File: src/rtl/glt_pkg.sv
// ----------------------------------------------------------------------------
// Glyph table lookup package
// Command codes, register indexes, field widths and the result record shared
// by the glyph table lookup modules.
// ----------------------------------------------------------------------------
package glt_pkg;

   localparam int CODE_W  = 21;
   localparam int ADV_W   = 5;
   localparam int COUNT_W = 9;
   localparam int DIM_W   = 5;
   localparam int CSR_W   = 9;
   localparam int OFF_W   = 7;

   localparam logic [1:0] CMD_LOAD_CODE = 2'd0;
   localparam logic [1:0] CMD_LOAD_BYTE = 2'd1;
   localparam logic [1:0] CMD_QUERY     = 2'd2;

   localparam logic [1:0] REG_GLYPH_COUNT  = 2'd0;
   localparam logic [1:0] REG_GLYPH_WIDTH  = 2'd1;
   localparam logic [1:0] REG_GLYPH_HEIGHT = 2'd2;

   typedef struct packed {
      logic              found;
      logic [7:0]        found_slot;
      logic [ADV_W-1:0]  glyph_advance;
      logic              pixel_on;
   } result_type;

   typedef struct packed {
      logic idle;
      logic done;
   } ctrl_status_type;

endpackage

File: src/rtl/glt_ctrl.sv
// ----------------------------------------------------------------------------
// Glyph search sequencer
// Binary search over the slot codes with one shared compare, each probe passing
// through S_PROBE and S_COMPARE, followed by the advance and bitmap fetch for the final slot.
// ----------------------------------------------------------------------------
module glt_ctrl import glt_pkg::*; #(
   parameter int SLOTS = 256,
   parameter int BYTES = 32,
   localparam int SLOT_W = $clog2(SLOTS),
   localparam int ADDR_W = $clog2(SLOTS * BYTES)
) (
   input  logic               clock,
   input  logic               reset,
   input  logic               start,
   input  logic               take,
   input  logic [CODE_W-1:0]  query_code,
   input  logic [3:0]         query_x,
   input  logic [3:0]         query_y,
   input  logic [COUNT_W-1:0] cfg_count,
   input  logic [DIM_W-1:0]   cfg_width,
   input  logic [DIM_W-1:0]   cfg_height,
   input  logic [CODE_W-1:0]  rd_code,
   input  logic [ADV_W-1:0]   rd_adv,
   input  logic [7:0]         rd_byte,
   output logic [SLOT_W-1:0]  rd_slot,
   output logic [ADDR_W-1:0]  rd_byte_addr,
   output ctrl_status_type    status,
   output result_type         result
);

   localparam int IDX_W = $clog2(SLOTS + 1);

   typedef enum logic [2:0] {
      S_IDLE, S_PROBE, S_COMPARE, S_FETCH, S_CHECK, S_FINISH
   } state_type;

   state_type         state_ff;
   logic [IDX_W-1:0]  lo_ff;
   logic [IDX_W-1:0]  hi_ff;
   logic [IDX_W-1:0]  n_ff;
   logic [IDX_W-1:0]  mid_ff;
   logic [CODE_W-1:0] code_ff;
   logic [OFF_W-1:0]  off_ff;
   logic              inside_ff;
   logic [2:0]        bit_ff;
   result_type        result_ff;

   logic [IDX_W-1:0]  mid_in;
   logic [IDX_W-1:0]  n_in;
   logic [2:0]        row_len;
   logic [OFF_W-1:0]  off_in;
   logic              inside_in;
   logic              found_in;
   logic [ADDR_W-1:0] base_addr;

   assign mid_in = lo_ff + ((hi_ff - lo_ff) >> 1);
   assign n_in   = (32'(cfg_count) > SLOTS) ? IDX_W'(SLOTS) : IDX_W'(cfg_count);

   // Rows are ceil(width/8) bytes long, pixels MSB first.
   assign row_len   = 3'((6'(cfg_width) + 6'd7) >> 3);
   assign off_in    = OFF_W'(query_y) * OFF_W'(row_len) + OFF_W'(query_x[3]);
   assign inside_in = (DIM_W'(query_x) < cfg_width) && (DIM_W'(query_y) < cfg_height) &&
                      (32'(off_in) < BYTES);

   assign base_addr    = ADDR_W'(SLOT_W'(lo_ff)) * ADDR_W'(BYTES);
   assign rd_byte_addr = base_addr + ADDR_W'(off_ff);
   assign rd_slot      = (state_ff == S_FETCH) ? SLOT_W'(lo_ff) : SLOT_W'(mid_in);

   assign found_in = (lo_ff < n_ff) && (rd_code == code_ff);

   assign status.idle = (state_ff == S_IDLE);
   assign status.done = (state_ff == S_FINISH);
   assign result      = result_ff;

   always_ff @(posedge clock) begin
      if (reset) begin
         state_ff <= S_IDLE;
      end else begin
         case (state_ff)
            S_IDLE: begin
               if (start) begin
                  code_ff   <= query_code;
                  off_ff    <= off_in;
                  inside_ff <= inside_in;
                  bit_ff    <= query_x[2:0];
                  lo_ff     <= '0;
                  hi_ff     <= n_in;
                  n_ff      <= n_in;
                  state_ff  <= S_PROBE;
               end
            end
            S_PROBE: begin
               if (lo_ff < hi_ff) begin
                  mid_ff   <= mid_in;
                  state_ff <= S_COMPARE;
               end else begin
                  state_ff <= S_FETCH;
               end
            end
            S_COMPARE: begin
               // The code read at the midpoint arrives in the cycle after the probe.
               if (rd_code < code_ff) begin
                  lo_ff <= mid_ff + IDX_W'(1);
               end else begin
                  hi_ff <= mid_ff;
               end
               state_ff <= S_PROBE;
            end
            S_FETCH: begin
               state_ff <= S_CHECK;
            end
            S_CHECK: begin
               result_ff.found         <= found_in;
               result_ff.found_slot    <= found_in ? 8'(lo_ff) : 8'd0;
               result_ff.glyph_advance <= found_in ? rd_adv : '0;
               result_ff.pixel_on      <= found_in && inside_ff && rd_byte[3'd7 - bit_ff];
               state_ff                <= S_FINISH;
            end
            S_FINISH: begin
               if (take) begin
                  state_ff <= S_IDLE;
               end
            end
            default: begin
               state_ff <= S_IDLE;
            end
         endcase
      end
   end

endmodule

File: config.mk
export PLATFORM = sky130hd
export DESIGN_NAME = glt_ctrl
export DESIGN_NICKNAME = d
export VERILOG_FILES = /design/src/rtl/glt_pkg.sv /design/src/rtl/glt_ctrl.sv
export SDC_FILE = /design/constraint.sdc
export NUM_CORES = 1
export LEC_CHECK = 0
export BUFFER_PORTS_ARGS = -buffer_cell sky130_fd_sc_hd__buf_2
export CAP_MARGIN = 5
export CORE_MARGIN = 1.5
export CORE_UTILIZATION = 50
export CTS_CLUSTER_DIAMETER = 80
export DETAILED_ROUTE_END_ITERATION = 16
export PLACE_DENSITY = 0.84
export SETUP_SLACK_MARGIN = 0.3
export SYNTH_ARGS = -nofsm -noshare
export SYNTH_HDL_FRONTEND = slang
export SYNTH_SLANG_ARGS = --single-unit
File: constraint.sdc
create_clock -name clock -period 3.9 [get_ports clock]
set_clock_uncertainty 0.15 [all_clocks]
set_input_delay 1.17 -clock clock [delete_from_list [all_inputs] [get_ports clock]]
set_output_delay 1.17 -clock clock [all_outputs]
set_load 0.01 [all_outputs]
-- Word level (Yosys, flattened, before mapping)
Index checks and enable logic that the tools add are counted.
W data, S select, Z words.
- register bits: 86
- input port bits: 86
- output and inout bits: 38
- $add $sub $neg: 7
- multiply operators: 1
- $lt $le $gt $ge: 8
- eq/ne operators: 10
- muxes and demuxes: 14
- bitwise operators: 1
- reductions and logical operators: 13
- operator list (cell ; count):
    $mux W9 ; 5
    $pmux W9 S2 ; 2
    $eq A21 B21 Y1 ; 1
    $lt A21 B21 Y1 ; 1
    $lt A9 B9 Y1 ; 2
    $pmux W3 S6 ; 1
    $add A13 B7 Y13 ; 1
    $lt A4 B5 Y1 ; 2
    $add A9 B1 Y9 const B ; 1
    $add A9 B8 Y9 ; 1
    $gt A9 B9 Y1 const B ; 1
    $sub A9 B9 Y9 ; 1
    $mux W8 ; 1
    $ne A2 B2 Y1 const B ; 4
    $reduce_and A4 Y1 ; 2
    $add A7 B1 Y7 ; 1
    $lt A7 B6 Y1 const B ; 1
    $mul A4 B3 Y7 ; 1
    $add A5 B3 Y6 const B ; 1
    $eq A3 B2 Y1 const B ; 2
    $eq A3 B3 Y1 const B ; 2
    $mux W3 ; 2
    $reduce_and A3 Y1 ; 2
    $logic_and A1 B1 Y1 ; 5
    other kinds (9) ; 11

-- Longest topological paths before layout
Gate-level depths: netlist (run 1).
- word-level depth: 5
- mapped depth: 13

-- Least setup slack after synthesis (run 1)
Ideal clock, no wire load.
- kind: register -> output
- start point: reg lo_ff[1]
- end point: out rd_slot[7]
- data arrival time: 2947 ps
- slack: -367 ps
- stages on the path, launching flop included: 12
- buffers on the path: 0
- path through: edfxtp_1 > inv_1 > ha_1 > nor2b_1 > o31a_1 > o21ai_1 > nor2b_1 > xnor2_1 > ha_1 > a2111oi_0 > nor3_1 > o31ai_1
- cells in the longest elaborated chain, start to end: 3
- ends and longest elaborated chain (item ; line ; source):
    start: declaration ; glt_ctrl.sv:38 ; logic [IDX_W-1:0] lo_ff;
    start signal: assignment ; glt_ctrl.sv:103 ; lo_ff <= mid_ff + IDX_W'(1);
    $sub A9 B9 Y9 ; glt_ctrl.sv:56 ; assign mid_in = lo_ff + ((hi_ff - lo_ff) >> 1);
    $add A9 B8 Y9 (*) ; glt_ctrl.sv:56 ;
    $mux W8 (*) ; glt_ctrl.sv:67 ; assign rd_slot = (state_ff == S_FETCH) ? SLOT_W'(lo_ff) : SLOT_W'(mid_in);
    end: declaration ; glt_ctrl.sv:25 ; output logic [SLOT_W-1:0] rd_slot,
Every way passes the cells marked *; elsewhere a longest branch is shown, timed or not.

-- Worst setup path in the final report (run 1)
- start point: reg lo_ff[0]
- end point: out rd_slot[6]
- cells in the longest elaborated chain, start to end: 3
- ends and longest elaborated chain (item ; line ; source):
    $sub A9 B9 Y9 ; glt_ctrl.sv:56 ;
    $add A9 B8 Y9 (*) ; glt_ctrl.sv:56 ;
    named net mid_in[6] ; glt_ctrl.sv:48 ; logic [IDX_W-1:0] mid_in;
    $mux W8 (*) ; glt_ctrl.sv:67 ;
The timed path passes the listed nets; every way through them passes the cells marked *.

==> results of run 1 <==
-- how the worst min path moves through the flow --
stage | end | from | slack (ns) | depth (start not counted)
floorplan | state_ff[2] | state_ff[2] | 0.35 | 2
global placement | state_ff[2] | state_ff[2] | 0.38 | 2
detailed placement | state_ff[2] | state_ff[2] | 0.39 | 2
CTS | state_ff[2] | state_ff[2] | 0.41 | 2
global route | hi_ff[8] | mid_ff[8] | 0.46 | 2
finish | state_ff[2] | state_ff[2] | 0.41 | 2
-- layer usage --
metal,part of all wire [%],routed length [um]
met1,41,5510
met3,5.8,783
met5,0,0
met2,50,6810
met4,3.0,411
-- Yosys cell counts (all sizes together) (12+ instances only) --
master and n:
xnor2 23, nand2 27, mux2 12, nor2b 17
o21ai 16, and2 22, a21oi 22, nor2 26
edfxtp 83, inv 60, nand3 15, ha 63
-- cell type report --
class | count | area (sq um)
fillers | 764 | 3260
multi-input cells | 331 | 2910
flip-flops and latches | 86 | 2550
repair buffers | 180 | 1070
inverters | 60 | 225
well taps | 136 | 170
clock buffers | 9 | 124
clock inverters | 7 | 97.6
-- sequential cells by signal, indices dropped and copies added, names as in the netlist --
name and cells:
code_ff 21, result 15, hi_ff 9, lo_ff 9, mid_ff 9, n_ff 9, off_ff 7, bit_ff 3
state_ff 3, inside_ff 1
-- cells by family (layout without fill, tap and decap cells) --
family / Yosys count / count (layout) / share of synthesized area [%]
and+or+nand+nor: 137 / 137 / 13.1
adders and majority gates: 68 / 68 / 16.4
buffers and inverters: 71 / 256 / 5.40
muxes: 14 / 14 / 3.32
AOI/OAI and AO/OA: 82 / 82 / 9.98
DFF: 86 / 86 / 47.0
xor gates and xnor gates: 30 / 30 / 4.84
-- stage by stage --
step / util (%) / setup WS (ns)
finish: 68.7 / -0.644
global route: 68.7 / -0.810
detailed placement: 63.6 / -0.316
floorplan: - / -0.157
CTS: 67.0 / -0.649
global placement: 63.6 / -0.249
-- report_power, final --
group | switching (mW) | internal (mW) | leakage [nW]
clock | 0.331 | 0.363 | 0.107
combinational | 0.472 | 0.473 | 2.35
sequential | 0.0293 | 1.09 | 0.822
total | 0.832 | 1.92 | 3.28
-- timing repair --
action	in CTS	in global routing
buffers inserted	4	5
pin swaps	6	24
setup endpoints to repair	9	9
gates resized for setup	19	31
hold buffers	0	0
-- worst register-to-register path, stage by stage (launching register included) --
cell and delay, ns:
edfxtp_1 0.46, ha_4 0.21, fa_2 0.39, nor2b_2 0.13
o21ai_2 0.09, a21oi_2 0.19, nor2_2 0.06, xnor2_1 0.20
ha_1 0.31, o21a_1 0.15, a211o_1 0.32, a31oi_1 0.32
xnor2_1 0.11
==> results by group, run 1 <==
Detailed routing
  – Routed vias: around 4.4k
  – DRC: 0
  – Per-cell routed wire length: 16.7 um
  – Drt first-iter violations: 250
  – Via/cell ratio: 5.47
  – Routed wire length: around 14000 um
  – Antenna Violating Nets Remaining: 0
  – DRT Pass-1 Iters: 5

Synthesis
  – Number of synthesized flops with an enable pin: 83
  – Area contributors post-synth: edfxtp_1 (46%), ha_1 (15%), inv_1 (4.0%), xnor2_1 (3.7%), and2_1 (2.5%)
  – Leading area contributor after synthesis: edfxtp_1
  – Yosys warning total: 0
  – Main synth FF type: edfxtp_1
  – Flop and latch count out of synthesis: 86
  – Register area share after synthesis: between 40 and 50%
  – Synth async-reset ratio: 0%
  – Cells after Synth: around 490
  – Yosys cell types: between 40 and 50
  – Post-synthesis net count: 642
  – Synth top area share: 45.9%
  – Mapped Avg Cell Area: 11.1 sq um
  – Post-Syn Area: 5430 sq um

Clock network
  – Worst-Skew Late Latency: between 0.3 and 0.4 ns
  – CTS tree: yes
  – CTS Root Cell: clkbuf_8
  – H-tree depth: 3
  – Cts bufs inserted: 9
  – Max Root-Sink Buffers: 2
  – CTS Sinks: 86
  – Clock-pin slew on the worst setup and hold paths: about 0.090 ns

Setup path
  – Crit start category: flip-flop
  – Reg2reg setup slack: 0.57 ns
  – Worst setup path end: rd_slot[6]
  – R2R cell count: 12
  – CP cell instances: ha_4 -> fa_2 -> nor2b_2 -> o21ai_2 -> a21oi_2 -> nor2_2 -> xnor2_1 -> ha_1 -> o21a_1 -> a21oi_2 -> xnor2_1 -> mux2_4 -> buf_2
  – Critical Path AT: 3.22 ns
  – R2R Path Start: lo_ff[0]
  – Critical path's top delay family: adder cells
  – CP bufs+invs: 1
  – Reg2reg end: mid_ff[8]
  – Critical path's largest stage delay: approximately 0.46 ns
  – Worst EP required: around 2.6 ns
  – Crit end category: output port
  – Setup CP Type: flip-flop to output port
  – Levels on crit path: 13
  – CP startpoint: lo_ff[0]
  – Crit path max fanout: 3
  – Slowest-stage cell, CP: edfxtp_1

Cells and area
  – Most common cell after layout, fill and taps aside: buf_2
  – Share of layout cells above drive strength 1: between 30% and 40%
  – Post-route design area: between 7000 and 8000 sq um
  – Commonest non-fill, non-tap cells in the layout: buf_2 (120), edfxtp_1 (83), ha_1 (57)
  – Diode count: 0
  – Final nets: 822
  – Area grow syn2layout: 31.8%
  – Fin cells: 809

Die
  – Die span in x: approximately 110 um
  – Core ar.: around 10000 sq um
  – Number of top-level pins: 124
  – Total die area: 11500 sq um
  – Starting Density: around 52%
  – Die height: approximately 110 um
  – Std cell rows: 37

Power
  – PwrDens: ~390 nW/um^2
  – Leak pwr: 3.28 nW
  – Total Power: 2.75 mW
  – Max IR drop VDD: 184 uV

Global routing
  – Routing usage on met1: 28.9%
  – M2 GR Usage: roughly 43%
  – Initial antenna violation count: 0
  – GRT busiest layer: met2
  – Tot GR Track Use: 24.3%
  – Largest net degree at the start of global routing: 23
  – Number of global-route vias before repair: about 4.5k
  – First-pass GRT wire length: between 20000 and 25000 um
  – GR Util met3: roughly 4.7%
  – Gr ovfl total: 0

Timing
  – Min Tclk post-route: about 4.5 ns
  – Crit share post-route: 117%
  – Final-report setup violation count: 7
  – Post-route setup TNS: -2.92 ns
  – Max Fclk: ~0.22 GHz
  – Worst setup margin: -0.644 ns
  – Final Max Slew Viols: 0
  – Worst Tran Pin Value: 0.994 ns
  – Endpoints failing hold: 0
  – Slew HR: roughly 34%
  – Hold slack: approximately 0.41 ns
  – Unrepaired setup endpoints after global routing: true

Flow run
  – Max-cap viol count: 0

Run status
  – Failing checks: setup timing
  – Outcome: finished, violations left

Place
  – DP HPWL: around 10000 um
  – Routability congestion estimate: a little over 0.9
  – I/O Buffers: roughly 120
  – Post-placement cell area: roughly 6600 sq um
  – Placed Cells: between 700 and 800

Min path
  – Hold Crit Class: flip-flop to flip-flop
Note: power is estimated with default switching activity, not from simulation.
==> run 2: changes to the inputs <==
--- a/config.mk
+++ b/config.mk
@@ -7,6 +7,7 @@
 export LEC_CHECK = 0
 export BUFFER_PORTS_ARGS = -buffer_cell sky130_fd_sc_hd__buf_2
 export CAP_MARGIN = 5
+export CORE_ASPECT_RATIO = 0.7
 export CORE_MARGIN = 1.5
 export CORE_UTILIZATION = 50
 export CTS_CLUSTER_DIAMETER = 80
==> results by group, run 2 (synthesis results as in run 1) <==
Run status
  – Outcome: finished, violations left (unchanged)
  – Failing checks: setup timing (unchanged)

Timing
  – Min Tclk post-route: 4.57 ns (was 4.54 ns)
  – Worst Tran Pin Value: 0.771 ns (was 0.994 ns)
  – Post-route setup TNS: -2.93 ns (was -2.92 ns)
  – Slew HR: 48.5% (was 33.7%)
  – Final Max Slew Viols: 0 (unchanged)
  – Final-report setup violation count: 7 (unchanged)
  – Endpoints failing hold: 0 (unchanged)
  – Hold slack: 0.431 ns (was 0.413 ns)
  – Crit share post-route: 117% (about the same)
  – Worst setup margin: -0.672 ns (was -0.644 ns)
  – Unrepaired setup endpoints after global routing: true (unchanged)
  – Max Fclk: 0.219 GHz (was 0.220 GHz)

Cells and area
  – Register with the most flip-flops: code_ff (unchanged)
  – Final nets: 818 (was 822)
  – Area grow syn2layout: 34.2% (was 31.8%)
  – Max reg flops: 21 (unchanged)
  – Footprint of the multi-input gates: 2950 sq um (was 2910 sq um)
  – Commonest non-fill, non-tap cells in the layout: buf_2 (119), edfxtp_1 (83), ha_1 (56) (was buf_2 (120), edfxtp_1 (83), ha_1 (57))
  – Fin cells: 801 (was 809)
  – Fillers: 763 (was 764)
  – Share of layout cells above drive strength 1: 38.3% (was 38.5%)
  – Diode count: 0 (unchanged)
  – Most common cell after layout, fill and taps aside: buf_2 (unchanged)
  – FF+latch area: 2550 sq um (unchanged)

Die
  – Die span in x: 128 um (was 107 um)
  – Number of top-level pins: 124 (unchanged)
  – Total die area: 11500 sq um (about the same)
  – Std cell rows: 31 (was 37)
  – Die height: 90.2 um (was 107 um)
  – Core ar.: 10400 sq um (about the same)
  – Starting Density: 52.0% (was 52.1%)

Clock network
  – Clock-pin slew on the worst setup and hold paths: 0.07 ns (was 0.09 ns)
  – Max Root-Sink Buffers: 2 (unchanged)
  – CTS Root Cell: clkbuf_16 (was clkbuf_8)
  – CTS Sinks: 86 (unchanged)
  – H-tree depth: 3 (unchanged)
  – Worst-Skew Late Latency: 0.34 ns (was 0.36 ns)
  – Cts bufs inserted: 9 (unchanged)
  – CTS tree: yes (unchanged)

Detailed routing
  – Antenna Violating Nets Remaining: 0 (unchanged)
  – DRT Pass-1 Iters: 5 (unchanged)
  – Routed vias: 4435 (was 4428)
  – Routed wire length: 14000 um (was 13500 um)
  – Drt first-iter violations: 202 (was 250)
  – Via/cell ratio: 5.54 (was 5.47)
  – Per-cell routed wire length: 17.4 um (was 16.7 um)
  – DRC: 0 (unchanged)

Setup path
  – Crit start category: flip-flop (unchanged)
  – Setup CP Type: flip-flop to output port (unchanged)
  – CP cell instances: buf_4 -> fa_2 -> nor2b_1 -> o21ai_1 -> nor2b_1 -> xnor2_1 -> ha_1 -> o21ai_1 -> o21ai_2 -> buf_4 -> a21oi_2 -> xnor2_2 -> mux2_2 -> buf_2 (was ha_4 -> fa_2 -> nor2b_2 -> o21ai_2 -> a21oi_2 -> nor2_2 -> xnor2_1 -> ha_1 -> o21a_1 -> a21oi_2 -> xnor2_1 -> mux2_4 -> buf_2)
  – Reg2reg setup slack: 0.62 ns (was 0.57 ns)
  – Reg2reg end: mid_ff[8] (unchanged)
  – Crit path max fanout: 4 (was 3)
  – Critical Path AT: 3.25 ns (was 3.22 ns)
  – R2R Path Start: lo_ff[1] (was lo_ff[0])
  – Slowest-stage cell, CP: edfxtp_1 (unchanged)
  – Worst EP required: 2.58 ns (about the same)
  – Critical path's largest stage delay: 0.46 ns (about the same)
  – R2R cell count: 12 (unchanged)
  – Crit end category: output port (unchanged)

Power
  – Max IR drop VDD: 244 uV (was 184 uV)
  – Sw power: 0.888 mW (was 0.832 mW)
  – Internal power: 2.15 mW (was 1.92 mW)
  – Leak pwr: 3.32 nW (was 3.28 nW)
  – PwrDens: 417 nW/um^2 (was 385 nW/um^2)
  – Power share of the clock group: 31.0% (was 25.2%)
  – Seq pwr share: 36.7% (was 40.5%)
  – Logic pwr share: 32.3% (was 34.3%)
  – Switching portion of total power: 29.3% (was 30.2%)
  – Total Power: 3.04 mW (was 2.75 mW)

Min path
  – Hold Path Sink: state_ff[2] (unchanged)
  – Hold Crit Start: state_ff[2] (unchanged)
  – Hold Crit Class: flip-flop to flip-flop (unchanged)
  – Depth of the worst hold-timing path: 2 (unchanged)

Place
  – Placed Cells: 771 (was 784)
  – DP HPWL: 10500 um (was 10300 um)
  – I/O Buffers: 123 (unchanged)
  – Routability congestion estimate: 0.907 (was 0.914)
  – Worst slack, placed: -0.281 ns (was -0.316 ns)

Flow run
  – Max-cap viol count: 0 (unchanged)

Global routing
  – Initial antenna violation count: 0 (unchanged)
  – Largest net degree at the start of global routing: 35 (was 23)
  – Number of global-route vias before repair: 4450 (was 4509)
  – First-pass GRT wire length: 21800 um (was 21300 um)
  – Gr ovfl total: 0 (unchanged)
  – Tot GR Track Use: 24.5% (was 24.3%)
-- run 2: changes by cell type in the layout (fill, tap and decap cells not counted), moves of 3 or more --
cell and change:
buf_6 +3, clkbuf_16 +9, clkbuf_8 -9, buf_4 -6
-- run 2: cell type report --
cell class              instances  share of cell area, %
clock buffers                   9                   3.09
well taps                     132                   2.27
clock inverters                 7                   1.41
repair buffers                176                   14.5
inverters                      60                   3.09
flip-flops and latches         86                   35.1
multi-input cells             331                   40.6
-- run 2: worst max-delay path: cells and delay by family (launching register included) --
kind,cells,cell delay [ns]
AOI/OAI and AO/OA,4,0.44
adders and majority gates,2,0.69
DFF,1,0.46
buffers and inverters,3,0.48
and+or+nand+nor,2,0.30
muxes,1,0.26
xor gates and xnor gates,2,0.29
-- run 2: per-stage QoR --
| stage | utilization [%] | cell area [sq um] |
|---|---|---|
| final | 69.8 | 7280 |
| after global routing | 69.8 | 7280 |
| after CTS | 67.9 | 7090 |
| after detailed placement | 62.8 | 6560 |
| after global placement | 62.8 | 6560 |
| after floorplan | - | 5540 |
-- run 2: what timing repair did --
action                                  4_1_cts  5_1_grt
buffers inserted                              8        6
hold buffers                                  0        0
resized for setup                            29       27
pin swaps                                     8       23
endpoints found under the setup margin       10       19
-- run 2: worst max-delay path by stage --
stage	startpoint	endpoint	slack, ns
2_1_floorplan	lo_ff[1]	rd_slot[7]	-0.16
3_3_place_gp	lo_ff[1]	rd_slot[7]	-0.19
3_5_place_dp	lo_ff[0]	rd_slot[7]	-0.28
4_1_cts	lo_ff[0]	rd_slot[7]	-0.62
5_1_grt	lo_ff[1]	rd_slot[5]	-0.78
6_report	lo_ff[1]	rd_slot[5]	-0.67
-- run 2: power by group through the flow --
stage                     registers (mW)  clock network (mW)  logic, mW
after CTS                           1.11               0.952      0.917
after detailed placement            1.13                   0      0.782
final                               1.12               0.941      0.980
after global routing                1.12               0.987       1.07
after floorplan                     1.13                   0      0.492
after global placement              1.13                   0      0.753
-- run 2: layer usage --
| metal | global-route usage [%] | vias up | routed length [um] |
|---|---|---|---|
| met5 | 0 | - | 0 |
| met4 | 6.34 | 0 | 275 |
| met1 | 30.9 | 2109 | 5830 |
| met3 | 6.37 | 24 | 1150 |
| met2 | 41.8 | 208 | 6720 |
| li1 | - | 2094 | - |
